`src/rtl/cgd_pkg.sv`:
```
// shared types and constants for the gridding and degridding unit
package cgd_pkg;

   localparam int GridSide    = 256;
   localparam int GridAw      = 8;
   localparam int CellAw      = 2 * GridAw;
   localparam int KernelDepth = 131072;
   localparam int KernelAw    = 17;
   localparam int MaxSupport  = 7;

   localparam logic [2:0] REQ_LOAD   = 3'd0;
   localparam logic [2:0] REQ_GRID   = 3'd1;
   localparam logic [2:0] REQ_DEGRID = 3'd2;
   localparam logic [2:0] REQ_READ   = 3'd3;
   localparam logic [2:0] REQ_WRITE  = 3'd4;

   localparam logic [1:0] ST_OK     = 2'd0;
   localparam logic [1:0] ST_GRID   = 2'd1;
   localparam logic [1:0] ST_KERNEL = 2'd2;

   // controller to datapath
   typedef struct packed {
      logic       clr_we;       // clear-pass write
      logic       lat;          // latch request
      logic       acc_clr;      // start of window
      logic       rd;           // issue reads at current window position
      logic       step;         // advance window position
      logic       mac;          // read data valid: multiply stage
      logic       upd;          // product valid: accumulate or write back
      logic       fin;          // load result register
      logic       kload;        // write kernel word
      logic       cwrite;       // write cell
   } cgd_cmd_type;

   typedef struct packed {
      logic       last;         // window position is the last one
      logic       clr_done;
   } cgd_stat_type;

endpackage

```
`src/rtl/cgd_controller.sv`:
```
// sequencer for clearing, request checks, window walk and result strobe
module cgd_controller import cgd_pkg::*; (
   input  logic         clock,
   input  logic         reset,
   input  logic         start,
   input  logic [2:0]   req_type,
   input  logic [7:0]   grid_u,
   input  logic [7:0]   grid_v,
   input  logic [16:0]  kernel_base,
   input  logic [2:0]   s_in,
   input  cgd_stat_type stat,
   output cgd_cmd_type  cmd,
   output logic [1:0]   fin_status,
   output logic         busy,
   output logic         rsp_valid
);
   typedef enum logic [2:0] {
      S_CLEAR, S_IDLE, S_WALK, S_DRAIN, S_WAIT, S_DONE
   } state_type;

   state_type  state_ff, state_in;
   logic [1:0] drain_ff, drain_in;
   logic [1:0] st_ff, st_in;
   logic       last_ff, last_in;
   logic       mac_ff, upd_ff;
   logic [8:0] lo, hi, vend;
   logic [17:0] kend;
   logic [7:0]  sq;
   logic [1:0]  chk;
   logic [2:0]  t_ff;
   logic        kload_ok, cell_ok;

   // window limits against the grid and the kernel table
   assign lo   = {1'b0, grid_u};
   assign hi   = {1'b0, grid_u} + {6'd0, s_in};
   assign vend = {1'b0, grid_v} + {5'd0, s_in, 1'b0};
   assign sq   = {4'd0, s_in, 1'b1} * {4'd0, s_in, 1'b1};
   assign kend = {1'b0, kernel_base} + {10'd0, sq};
   always_comb begin
      if (lo < {6'd0, s_in} || hi >= 9'(GridSide) || vend >= 9'(GridSide)) begin
         chk = ST_GRID;
      end else if (kend > 18'(KernelDepth)) begin
         chk = ST_KERNEL;
      end else begin
         chk = ST_OK;
      end
   end

   assign busy = (state_ff != S_IDLE);
   assign fin_status = st_ff;

   // enables for the side effects that depend on the latched request, both tied high
   assign kload_ok = 1'b1;
   assign cell_ok  = 1'b1;

   always_comb begin
      state_in = state_ff;
      drain_in = drain_ff;
      st_in    = st_ff;
      last_in  = last_ff;
      cmd      = '0;
      cmd.mac  = mac_ff;
      cmd.upd  = upd_ff;
      // the finish strobe comes from the done state, single-cycle writes from the wait state and the latched type
      cmd.fin    = (state_ff == S_DONE);
      cmd.kload  = (state_ff == S_WAIT) && (t_ff == REQ_LOAD) && kload_ok;
      cmd.cwrite = (state_ff == S_WAIT) && (t_ff == REQ_WRITE) && cell_ok;
      case (state_ff)
         S_CLEAR: begin
            // clear address counter holds at zero while reset is high
            cmd.clr_we = !reset;
            if (stat.clr_done) begin
               state_in = S_IDLE;
            end
         end
         S_IDLE: begin
            if (start) begin
               cmd.lat = 1'b1;
               st_in   = ST_OK;
               state_in = S_DONE;
               case (req_type)
                  REQ_LOAD: begin
                     state_in = S_WAIT;
                  end
                  REQ_GRID, REQ_DEGRID: begin
                     st_in = chk;
                     if (chk == ST_OK) begin
                        state_in = S_WALK;
                     end
                  end
                  REQ_READ, REQ_WRITE: begin
                     state_in = S_WAIT;
                  end
                  default: begin
                     state_in = S_DONE;
                  end
               endcase
               if (req_type == REQ_GRID || req_type == REQ_DEGRID) begin
                  drain_in = 2'd0;
               end
            end
         end
         S_WALK: begin
            if (drain_ff == 2'd0 && !last_ff) begin
               // first cycle: reset window counters
               cmd.acc_clr = 1'b1;
               drain_in = 2'd1;
               last_in  = 1'b0;
            end else begin
               cmd.rd   = 1'b1;
               cmd.step = 1'b1;
               if (stat.last) begin
                  state_in = S_DRAIN;
                  drain_in = 2'd0;
               end
            end
         end
         S_DRAIN: begin
            // read, multiply and write back stages empty out
            drain_in = drain_ff + 2'd1;
            if (drain_ff == 2'd3) begin
               state_in = S_DONE;
            end
         end
         S_WAIT: begin
            // the cell read is issued here, its registered data is ready in S_DONE; loads and writes commit here
            state_in = S_DONE;
         end
         S_DONE: begin
            state_in = S_IDLE;
         end
         default: begin
            state_in = S_IDLE;
         end
      endcase
   end

   always_ff @(posedge clock) begin
      if (reset) begin
         state_ff  <= S_CLEAR;
         drain_ff  <= '0;
         st_ff     <= ST_OK;
         last_ff   <= 1'b0;
         mac_ff    <= 1'b0;
         upd_ff    <= 1'b0;
         rsp_valid <= 1'b0;
         t_ff      <= '0;
      end else begin
         state_ff  <= state_in;
         drain_ff  <= drain_in;
         st_ff     <= st_in;
         last_ff   <= last_in;
         // pipeline: read issue -> ram data -> product -> update
         mac_ff    <= cmd.rd;
         upd_ff    <= mac_ff;
         rsp_valid <= (state_ff == S_DONE);
         if (cmd.lat) begin
            t_ff <= req_type;
         end
      end
   end
endmodule

```
`config.mk`:
```
export PLATFORM = sky130hd
export DESIGN_NAME = cgd_controller
export DESIGN_NICKNAME = d
export VERILOG_FILES = /design/src/rtl/cgd_pkg.sv /design/src/rtl/cgd_controller.sv
export SDC_FILE = /design/constraint.sdc
export NUM_CORES = 1
export LEC_CHECK = 0
export ABC_AREA = 1
export BUFFER_PORTS_ARGS = -buffer_cell sky130_fd_sc_hd__buf_2
export CAP_MARGIN = 40
export CORE_ASPECT_RATIO = 1.4
export CORE_MARGIN = 8
export CORE_UTILIZATION = 47
export CTS_CLUSTER_SIZE = 30
export DETAILED_ROUTE_END_ITERATION = 8
export PLACE_DENSITY = 0.77
export RECOVER_POWER = 100
export SYNTH_ARGS = -nofsm -noshare
export SYNTH_HDL_FRONTEND = slang
export SYNTH_SLANG_ARGS = --single-unit
```
`constraint.sdc`:
```
create_clock -name clock -period 2.6 [get_ports clock]
set_input_delay 0.13 -clock clock [delete_from_list [all_inputs] [get_ports clock]]
set_output_delay 0.13 -clock clock [all_outputs]
set_load 0.02 [all_outputs]
```
==> report_table.html <==
<table>
<tr><th>Metric</th><th>Value</th></tr>
<tr><th colspan="2">Clock network</th></tr>
<tr><td>CTS tree</td><td>done</td></tr>
<tr><td>H-Tree Depth</td><td>1</td></tr>
<tr><td>Clk buf depth</td><td>2</td></tr>
<tr><td>Number of post-CTS setup repair buffers</td><td>0</td></tr>
<tr><td>Cts repair resizes</td><td>0</td></tr>
<tr><td>TritonCTS buffer count</td><td>3</td></tr>
<tr><td>Clock slew at the register clock pins of the worst setup and hold paths</td><td>0.06 ns</td></tr>
<tr><td>Worst-skew pair later-pin latency</td><td>0.24 ns</td></tr>
<tr><td>TritonCTS Sinks</td><td>13</td></tr>
<tr><td>Hold bufs inserted after CTS</td><td>0</td></tr>
<tr><td>Buffer cell driving the clock tree root</td><td>sky130_fd_sc_hd__clkbuf_8</td></tr>
<tr><th colspan="2">Detailed routing</th></tr>
<tr><td>Final wirelength</td><td>5208 um</td></tr>
<tr><td>Drt pass-1 iters</td><td>4</td></tr>
<tr><td>Vias per cell</td><td>4.989</td></tr>
<tr><td>Via count of the routed design</td><td>2,190</td></tr>
<tr><td>Wirelength per Cell</td><td>11.86 um</td></tr>
<tr><td>DR DRC count</td><td>0</td></tr>
<tr><td>Number of violations reported at the end of detailed-routing iteration 0</td><td>111</td></tr>
<tr><td>Count of nets left with antenna violations after detail routing</td><td>0</td></tr>
<tr><th colspan="2">Die</th></tr>
<tr><td>Initial core utilization</td><td>48.57%</td></tr>
<tr><td>Ports placed on the boundary</td><td>58</td></tr>
<tr><td>Height of the chip</td><td>90.97 um</td></tr>
<tr><td>Area of the die</td><td>6327 sq um</td></tr>
<tr><td>Std-Cell Rows</td><td>27</td></tr>
<tr><td>Die Width</td><td>69.55 um</td></tr>
<tr><td>Core area</td><td>3885 sq um</td></tr>
<tr><th colspan="2">Cells and area</th></tr>
<tr><td>Area growth, synth to finish</td><td>27.19%</td></tr>
<tr><td>Seq. cell area</td><td>260.3 sq um</td></tr>
<tr><td>Post-layout net count</td><td>465</td></tr>
<tr><td>FILL cells</td><td>389</td></tr>
<tr><td>Number of antenna repair diodes</td><td>0</td></tr>
<tr><td>Cell area after layout</td><td>2400 sq um</td></tr>
<tr><td>Fraction of final layout cells sized beyond drive strength 1</td><td>22.47%</td></tr>
<tr><td>Area of the multi-input gates</td><td>1384 sq um</td></tr>
<tr><th colspan="2">Placement</th></tr>
<tr><td>Area post-placement</td><td>2277 sq um</td></tr>
<tr><td>Pre-CTS setup slack</td><td>-0.2088 ns</td></tr>
<tr><td>Port bufs</td><td>56</td></tr>
<tr><td>Post-DP HPWL</td><td>4321 um</td></tr>
<tr><td>Final weighted congestion in routability-driven placement</td><td>0.9081</td></tr>
<tr><th colspan="2">GRT</th></tr>
<tr><td>Maximum number of pins on one net before global-route repair</td><td>11</td></tr>
<tr><td>Leftover overflow at the end of global routing</td><td>0</td></tr>
<tr><td>Via count of the first global-routing pass</td><td>2,076</td></tr>
<tr><td>Met2 Track Usage GR</td><td>31.38%</td></tr>
<tr><td>Initial antenna violation count</td><td>0</td></tr>
<tr><td>GR Util met3</td><td>2.397%</td></tr>
<tr><td>First-pass GRT wire length</td><td>8487 um</td></tr>
<tr><td>Global-route met1 utilization</td><td>14.12%</td></tr>
<tr><td>Total routing usage reported by global routing</td><td>15.37%</td></tr>
<tr><td>Busiest layer in global routing</td><td>met2</td></tr>
<tr><th colspan="2">STA</th></tr>
<tr><td>Part of the cycle the worst path needs</td><td>94.14%</td></tr>
<tr><td>Unrepaired setup endpoints after global routing</td><td>yes</td></tr>
<tr><td>Post-route clock skew</td><td>0.003168 ns</td></tr>
<tr><td>Number of pins exceeding their max-slew limit in the final report</td><td>0</td></tr>
<tr><td>Setup violations, final</td><td>0</td></tr>
<tr><td>Worst-case headroom to the max-slew limit</td><td>61.13%</td></tr>
<tr><td>Final critical delay including setup and external delays</td><td>2.448 ns</td></tr>
<tr><td>Post-route setup slack</td><td>0.1523 ns</td></tr>
<tr><td>Maximum frequency from static timing analysis</td><td>408.5 MHz</td></tr>
<tr><td>Worst-case hold slack</td><td>0.1529 ns</td></tr>
<tr><td>Final hold violation count</td><td>0</td></tr>
<tr><td>Pin slew with the least headroom to its limit</td><td>0.5684 ns</td></tr>
<tr><th colspan="2">Critical path</th></tr>
<tr><td>Type of element launching the critical path</td><td>input pin</td></tr>
<tr><td>CP max stage delay</td><td>0.49 ns</td></tr>
<tr><td>Cell breakdown of the critical path</td><td>buf_6 -&gt; ha_4 -&gt; xor2_2 -&gt; fa_1 -&gt; inv_2 -&gt; ha_4 -&gt; nand2_2 -&gt; inv_1 -&gt; nor2_1 -&gt; nor2_1 -&gt; nand2_1 -&gt; nor2_1 -&gt; nand2_1 -&gt; nor2_1 -&gt; nand2_1 -&gt; nor2_2 -&gt; nand4_1 -&gt; nand2_1 -&gt; nand3_1 -&gt; nand2_1 -&gt; a21oi_2</td></tr>
<tr><td>Stages on the worst setup path</td><td>21</td></tr>
<tr><td>CP bufs+invs</td><td>3</td></tr>
<tr><td>Reg2Reg Depth</td><td>8</td></tr>
<tr><td>Largest delay share family, worst path</td><td>simple AND/OR/NAND/NOR gates</td></tr>
<tr><td>Critical path type</td><td>in -&gt; reg</td></tr>
<tr><td>Internal reg-to-reg setup slack</td><td>0.81 ns</td></tr>
<tr><td>Largest fanout on the critical path</td><td>5</td></tr>
<tr><td>Most frequent CP cell</td><td>sky130_fd_sc_hd__nand2_1</td></tr>
<tr><td>Critical path endpoint category</td><td>flop</td></tr>
<tr><td>Worst Setup SP</td><td>s_in[1]</td></tr>
<tr><td>R2r startpoint</td><td>state_ff[0]</td></tr>
<tr><td>Setup crit end</td><td>state_ff[0]</td></tr>
<tr><td>R2r endpoint</td><td>fin_status[0]</td></tr>
<tr><td>Worst EP required</td><td>2.73 ns</td></tr>
<tr><td>Data arrival time at the worst-slack endpoint</td><td>2.58 ns</td></tr>
<tr><td>CP max-delay cell</td><td>sky130_fd_sc_hd__fa_1</td></tr>
<tr><th colspan="2">Yosys</th></tr>
<tr><td>Post-Synthesis Net Count</td><td>397</td></tr>
<tr><td>Sequential fraction of the synthesis area</td><td>13.79%</td></tr>
<tr><td>Count of mapped cells out of synthesis</td><td>329</td></tr>
<tr><td>Post-synthesis average cell area</td><td>5.735 sq um</td></tr>
<tr><td>Number of synthesized register bits</td><td>13</td></tr>
<tr><td>Top cell type by total area after synthesis</td><td>sky130_fd_sc_hd__nand2_1</td></tr>
<tr><td>Number of synthesized flops with an enable pin</td><td>0</td></tr>
<tr><td>Proportion of netlist area held by the largest area contributor</td><td>16.51%</td></tr>
<tr><td>Synth top area cells</td><td>sky130_fd_sc_hd__nand2_1 (17%), sky130_fd_sc_hd__inv_1 (15%), sky130_fd_sc_hd__dfxtp_1 (14%)</td></tr>
<tr><td>Leading register cell type out of synthesis</td><td>sky130_fd_sc_hd__dfxtp_1</td></tr>
<tr><td>Synth async-reset ratio</td><td>0%</td></tr>
<tr><td>Cell area after synthesis</td><td>1887 sq um</td></tr>
<tr><td>Synthesis warning total</td><td>0</td></tr>
<tr><td>Library cells used by synthesis</td><td>31</td></tr>
<tr><th colspan="2">Worst hold path</th></tr>
<tr><td>Beginning of the worst hold path</td><td>req_type[0]</td></tr>
<tr><td>Class of the tightest hold or removal check</td><td>in -&gt; reg</td></tr>
<tr><th colspan="2">Power and ir drop</th></tr>
<tr><td>Sw power</td><td>0.5717 mW</td></tr>
<tr><td>Seq pwr share</td><td>23.5%</td></tr>
<tr><td>Pwr per Cell Area</td><td>498.2 nW/um^2</td></tr>
<tr><td>Share of total power in the clock network</td><td>15.1%</td></tr>
<tr><td>Max IR drop VDD</td><td>0.5157 mV</td></tr>
<tr><td>Fraction of power consumed by combinational cells</td><td>61.4%</td></tr>
<tr><td>Leakage power of the design</td><td>1.361 nW</td></tr>
<tr><td>Fraction of power spent switching nets</td><td>47.81%</td></tr>
<tr><td>Cell internal pwr</td><td>0.6240 mW</td></tr>
<tr><th colspan="2">Outcome</th></tr>
<tr><td>Outcome</td><td>complete, no violations</td></tr>
<tr><th colspan="2">Flow run</th></tr>
<tr><td>Max_cap viols</td><td>0</td></tr>
</table>
metrics by stage:
stage | setup TNS [ns] | cells | total power, mW | utilization [%]
floorplan | 0 | 329 | 0.7702 | -
global placement | -0.7005 | 435 | 0.9604 | 58.62
detailed placement | -0.7314 | 435 | 0.9753 | 58.62
CTS | 0 | 439 | 1.160 | 59.77
global route | -0.3907 | 439 | 1.320 | 61.77
finish | 0 | 439 | 1.196 | 61.77
kinds of logic after synthesis:
| family | share of synthesized area [%] |
|---|---|
| adder cells (fa/ha/maj) | 17.51 |
| AND/OR/NAND/NOR | 40.45 |
| AO/OA/AOI/OAI | 10.21 |
| buffers and inverters | 17.11 |
| XOR/XNOR | 0.9286 |
| flip-flops | 13.79 |
area by class of cell:
cell class,instances,share of cell area (%)
Multi-Input combinational cell,233,57.66
Sequential cell,13,10.84
Clock buffer,4,1.877
Tap cell,43,2.242
Inverter,79,12.46
Timing Repair Buffer,67,14.91
worst min-delay path by stage:
| stage | to | slack (ns) | cells after the start |
|---|---|---|---|
| 2_1_floorplan | t_ff[2] | 0.27 | 2 |
| 3_3_place_gp | t_ff[2] | 0.40 | 3 |
| 3_5_place_dp | t_ff[0] | 0.41 | 3 |
| 4_1_cts | t_ff[0] | 0.16 | 3 |
| 5_1_grt | t_ff[0] | 0.16 | 3 |
| 6_report | t_ff[0] | 0.15 | 3 |
cells in the mapped netlist, types with 2 or more instances:
cell type,count
sky130_fd_sc_hd__nand3_1,22
sky130_fd_sc_hd__nor2_2,5
sky130_fd_sc_hd__dfxtp_1,13
sky130_fd_sc_hd__ha_1,20
sky130_fd_sc_hd__nand2_1,83
sky130_fd_sc_hd__fa_1,4
sky130_fd_sc_hd__inv_2,5
sky130_fd_sc_hd__a21oi_2,2
sky130_fd_sc_hd__nand4_1,6
sky130_fd_sc_hd__a21oi_1,17
sky130_fd_sc_hd__nor3_1,8
sky130_fd_sc_hd__nand2_2,5
sky130_fd_sc_hd__inv_1,74
sky130_fd_sc_hd__nor4_1,2
sky130_fd_sc_hd__o21ai_0,7
sky130_fd_sc_hd__nand3_2,3
sky130_fd_sc_hd__buf_4,3
sky130_fd_sc_hd__nor2_1,37
flip-flops by register name, indices dropped and copies added (netlist names):
register and count:
rsp_valid 1, mac_ff 1, fin_status 2, state_ff 3, upd_ff 1, drain_ff 2
t_ff 3
routing by layer:
layer	up-vias	wire length [um]
met4	0	90
met1	979	1828
met5	-	0
met3	7	237
met2	52	3051
li1	1152	-
power by group through the flow:
stage	Combinational, mW	Sequential [mW]	Clock (mW)
finish	0.734	0.281	0.181
global route	0.842	0.287	0.192
CTS	0.696	0.280	0.185
detailed placement	0.692	0.284	0
global placement	0.679	0.281	0
floorplan	0.484	0.287	0
layout by cell type, fill, tap and decap left out, types with 3 or more instances in the layout:
cell                       instances
sky130_fd_sc_hd__nand2_1          81
sky130_fd_sc_hd__inv_1            71
sky130_fd_sc_hd__buf_2            40
sky130_fd_sc_hd__nor2_1           37
sky130_fd_sc_hd__nand3_1          21
sky130_fd_sc_hd__a21oi_1          17
sky130_fd_sc_hd__ha_1             15
sky130_fd_sc_hd__clkbuf_1         15
sky130_fd_sc_hd__dfxtp_1          13
sky130_fd_sc_hd__buf_4            11
sky130_fd_sc_hd__nor3_1            8
sky130_fd_sc_hd__inv_2             7
sky130_fd_sc_hd__nand2_2           7
sky130_fd_sc_hd__o21ai_0           7
sky130_fd_sc_hd__nand4_1           6
sky130_fd_sc_hd__nor2_2            5
sky130_fd_sc_hd__ha_4              5
sky130_fd_sc_hd__nand3_2           4
sky130_fd_sc_hd__fa_1              4
sky130_fd_sc_hd__clkbuf_8          3
tightest hold or removal path: stages:
cell and delay, ns:
sky130_fd_sc_hd__buf_2 0.10, sky130_fd_sc_hd__inv_1 0.06, sky130_fd_sc_hd__a21oi_1 0.06
(Power assumes the default switching activity.)
